--- config.mk ---
export PLATFORM = sky130hd
export DESIGN_NAME = erht_hash
export DESIGN_NICKNAME = d
export VERILOG_FILES = /design/src/design/erht_pkg.sv /design/src/design/erht_hash.sv
export SDC_FILE = /design/constraint.sdc
export NUM_CORES = 1
export LEC_CHECK = 0
export ABC_CLOCK_PERIOD_IN_PS = 8900
export BUFFER_PORTS_ARGS = -buffer_cell sky130_fd_sc_hd__clkbuf_2
export CAP_MARGIN = 20
export CORE_MARGIN = 2
export CORE_UTILIZATION = 45
export CTS_BUF_LIST = sky130_fd_sc_hd__clkbuf_4 sky130_fd_sc_hd__clkbuf_8 sky130_fd_sc_hd__clkbuf_16
export DETAILED_ROUTE_END_ITERATION = 8
export GPL_TIMING_DRIVEN = 0
export SYNTH_ARGS = -nofsm -noshare
export SYNTH_HDL_FRONTEND = slang
export SYNTH_SLANG_ARGS = --single-unit
export TNS_END_PERCENT = 5
--- constraint.sdc ---
create_clock -name clock -period 8.9 [get_ports clock]
set_input_delay 1.335 -clock clock [delete_from_list [all_inputs] [get_ports clock]]
set_output_delay 1.335 -clock clock [all_outputs]
set_load 0.02 [all_outputs]
--- src/design/erht_pkg.sv ---
// Shared types and constants for the expiring route hash table.
// No dependencies.
package erht_pkg;

   localparam int SLOTS = 64;
   localparam int SLOT_W = $clog2(SLOTS);
   localparam int CNT_W = SLOT_W + 1;
   localparam int FILL_W = 7;
   localparam int LIVE_W = 7;
   localparam int SUM_W = (CNT_W + 1 > FILL_W) ? CNT_W + 1 : FILL_W;

   localparam logic [31:0] HASH_MUL = 32'h045d_9f3b;
   localparam logic [31:0] VALIDITY_RESET = 32'd2400;
   localparam logic [FILL_W-1:0] FILL_RESET = 7'd45;

   localparam logic [1:0] ACT_UPDATE = 2'd0;
   localparam logic [1:0] ACT_LOOKUP = 2'd1;
   localparam logic [1:0] ACT_PURGE = 2'd2;
   localparam logic [1:0] ACT_CLEAR = 2'd3;

   localparam logic [1:0] ST_DONE = 2'd0;
   localparam logic [1:0] ST_STALE = 2'd1;
   localparam logic [1:0] ST_FULL = 2'd2;

   localparam logic CSR_VALIDITY = 1'b0;
   localparam logic CSR_FILL = 1'b1;

   typedef struct packed {
      logic [31:0] key;
      logic [31:0] hop;
      logic [31:0] stamp;
   } entry_type;

   localparam int ENTRY_W = $bits(entry_type);

endpackage

--- src/design/erht_hash.sv ---
// Two-stage pipelined multiply-xor hash giving the home slot of a key.
// Depends on erht_pkg.
module erht_hash (
   input  logic                        clock,
   input  logic [31:0]                 key_in,
   output logic [erht_pkg::SLOT_W-1:0] home_out
);

   logic [31:0] mul1_ff;
   logic [31:0] mul1_in;
   logic [31:0] mul2_ff;
   logic [31:0] mul2_in;
   logic [31:0] mix1;
   logic [31:0] mix2;
   logic [31:0] mix3;

   always_comb begin
      mix1 = key_in ^ (key_in >> 16);
      mul1_in = mix1 * erht_pkg::HASH_MUL;
      mix2 = mul1_ff ^ (mul1_ff >> 16);
      mul2_in = mix2 * erht_pkg::HASH_MUL;
      mix3 = mul2_ff ^ (mul2_ff >> 16);
   end

   always_ff @(posedge clock) begin
      mul1_ff <= mul1_in;
      mul2_ff <= mul2_in;
   end

   assign home_out = mix3[erht_pkg::SLOT_W-1:0];

endmodule

==> results by group <==
STA
  • Final Slew Violations: 0
  • Final clock skew: 0.00898 ns
  • Setup TNS Final: 0 ns
  • Tmin final: 8.52 ns
  • Tcrit/Tclk final: 0.957
  • Slew @ Worst Pin: 1.01 ns
  • Max-Slew Margin vs Limit: 0.326
  • Count of final setup violators: 0
  • Max Fclk: between 100 and 150 MHz
  • Setup repair after global routing missed its margin: false
  • Hold Vio Cnt, Final: 0

Synth
  • Ys flop type: dfxtp_1
  • Post-synthesis cell count: 1538
  • EDFF count, synth: 0
  • Largest area contributor in the netlist: fa_1
  • Synth top area cells: fa_1 (42%), ha_1 (21%), inv_1 (14%)
  • FF+latch count, synth: between 40 and 50
  • Count leader, synth: inv_1
  • Post-synth ARST share: 0
  • Post-Syn Nets: 2140
  • Post-synth top area share: 0.418
  • Synth Cell Area: approximately 0.015 mm2
  • Post-synth top cells: inv_1 (566), fa_1 (314), ha_1 (255)
  • Post-Synthesis Mean Instance Area: ~9.8 um2
  • Syn. warnings: 0
  • Synth unique cells: 47
  • Sequential fraction of the synthesis area: 0.0585

Place
  • DP HPWL: approximately 32000 um
  • Routability cong.: 0.922
  • I/O Buffers: 38
  • DP Cell Count: 2018

Hold path
  • Worst hold start: mul1_ff[0]
  • Worst hold path class: register to register
  • Hold path depth: 2
  • Hold Path End: mul2_ff[0]

Drt
  • Met3 routed WL: 751 um
  • ANT nets after route: 0
  • Routed met2 length: 18100 um
  • Initial DRC Count: around 370
  • DRC viols: 0
  • Drt via density: ~4.7
  • DR pass1 iterations: 4
  • Routed WL: 34200 um
  • M1 WL: around 14000 um
  • DR top layer: met4
  • DR vias: 9509
  • Wire per inst: 16.9 um

Clocking
  • Clock slew seen by the registers of the worst setup and hold paths: about 0.07 ns
  • # clock sinks: 44
  • Clock Tree Root: clkbuf_16
  • Setup Buffers After CTS: 0
  • CTS Buffer Depth: 2
  • Clk_lat worst skew: 0.30 ns
  • H-tree depth: 2
  • TritonCTS buffer count: 5
  • CTS resizes: 0
  • Hold-fix buffers at CTS: 0
  • CTS tree: built

Final layout
  • N_diodes: 0
  • Synth-to-Final Area Change: 6.18%
  • Fill cells: approximately 3.2k
  • Post-route insts no fill: 2027
  • Total Nets Final: 2186
  • Layout cells sized above 1: 0.0391

Setup path
  • CP Capture Type: register
  • Worst reg-to-reg path cell count: 22
  • Highest net fanout along the worst path: 7
  • Reg2reg end: mul2_ff[20]
  • Worst setup path class: input pin to register
  • R2R Path Start: mul1_ff[6]
  • Critical Path RT: 9.11 ns
  • Flop2flop setup slack: between 1.5 and 2 ns
  • Worst Setup Start Kind: input pin
  • Arrival @ worst endpoint: 8.72 ns

Floorplanning
  • Io pins: 39
  • Row count: 66
  • Starting Density: 0.460
  • Core ar.: 0.0327 mm2
  • Die ar.: around 0.035 mm2
  • Die Y: 187 um
  • Die X: 187 um

Job
  • Max-cap violations: 0

Global route
  • GR Util All Layers: 0.206
  • Largest net degree at the start of global routing: 16
  • Initial antenna violation count: 0
  • GRT overflow: 0
  • Number of global-route vias before repair: 10.6k
  • First-pass GRT wire length: about 56000 um

Run status
  • Status: complete, no violations
## sequential cells by signal (all words and copies together), names as in the netlist
| register | cells |
|---|---|
| mul2_ff | 12 |
| mul1_ff | 32 |
## layer usage
metal | vias to the layer above | global-route usage
met4 | 0 | 0.0540
met3 | 34 | 0.0101
met1 | 4742 | 0.255
met2 | 158 | 0.390
met5 | - | 0
li1 | 4575 | -
## final cells by class
cell class,count,area [um2],area share
Sequential cell,44,881,0.0551
Clock inverter,3,46.3,0.00290
Timing Repair Buffer,39,198,0.0124
Buffer,1,3.75,0.000235
Multi-Input combinational cell,927,12000,0.754
Inverter,566,2120,0.133
Tap cell,442,553,0.0346
Clock buffer,5,125,0.00783
## stage by stage
stage	area, um2	hold slack, ns	setup WS (ns)	util
2_1_floorplan	15100	0.567	1.49	-
3_3_place_gp	15800	0.758	0.108	0.483
3_5_place_dp	15800	0.764	0.0910	0.483
4_1_cts	16000	0.768	0.398	0.488
5_1_grt	16000	0.678	0.148	0.489
6_report	16000	0.649	0.381	0.489
## cells by family (layout without fill, tap and decap cells)
kind of cell,Yosys count,in the layout,share of synthesized area
xor+xnor,158,158,0.0934
buf+inv,567,614,0.141
fa+ha+maj,569,569,0.630
flops,44,44,0.0585
simple gates,113,113,0.0357
mux,1,1,0.000665
compound gates,86,86,0.0407
## worst max-delay path by stage
| stage | end | slack, ns | start | depth (start not counted) |
|---|---|---|---|---|
| after global placement | mul1_ff[31] | 0.11 | key_in[24] | 24 |
| after detailed placement | mul1_ff[31] | 0.09 | key_in[24] | 24 |
| after global routing | mul1_ff[31] | 0.15 | key_in[24] | 24 |
| final | mul1_ff[31] | 0.38 | key_in[24] | 24 |
| after CTS | mul1_ff[31] | 0.40 | key_in[24] | 24 |
| after floorplan | mul1_ff[31] | 1.49 | key_in[24] | 23 |
## cells in the final DEF, fill, tap and decap left out, drive strengths merged, types with 2 or more instances in the layout
master   netlist  layout
dfxtp         44      44
or3            3       3
and3           2       2
o2111ai        2       2
xor2          54      54
a21oi         17      17
nand2b         4       4
o21a           8       8
o21ai         16      16
o31a           5       5
or2            6       6
nor3           8       8
inv          566     567
and2           6       6
a31o           4       4
ha           255     255
a21o          16      16
o21bai         3       3
xnor2        103     103
nor2          30      30
nand2         33      33
nand3          9       9
a211o          2       2
nor2b          6       6
a41oi          2       2
clkbuf         1      44
a211oi         3       3
and4           2       2
fa           314     314
## critical path, cell delays in order
cell	delay, ns
clkbuf_2	0.20
xor2_1	0.81
inv_1	0.37
xnor2_1	0.31
ha_1	0.23
or2_2	0.33
fa_1	0.49
inv_1	0.06
fa_1	0.50
inv_1	0.06
fa_1	0.50
inv_1	0.06
fa_1	0.50
fa_1	0.49
inv_1	0.05
ha_1	0.36
a21o_1	0.25
or4_1	0.43
o221ai_2	0.25
o21ai_2	0.12
o31a_4	0.34
a211o_1	0.29
a31o_1	0.19
a311oi_2	0.19
Power is left out: the tool's default activity adds up to more than one toggle a clock period on the data nets, which glitch-free logic cannot reach.
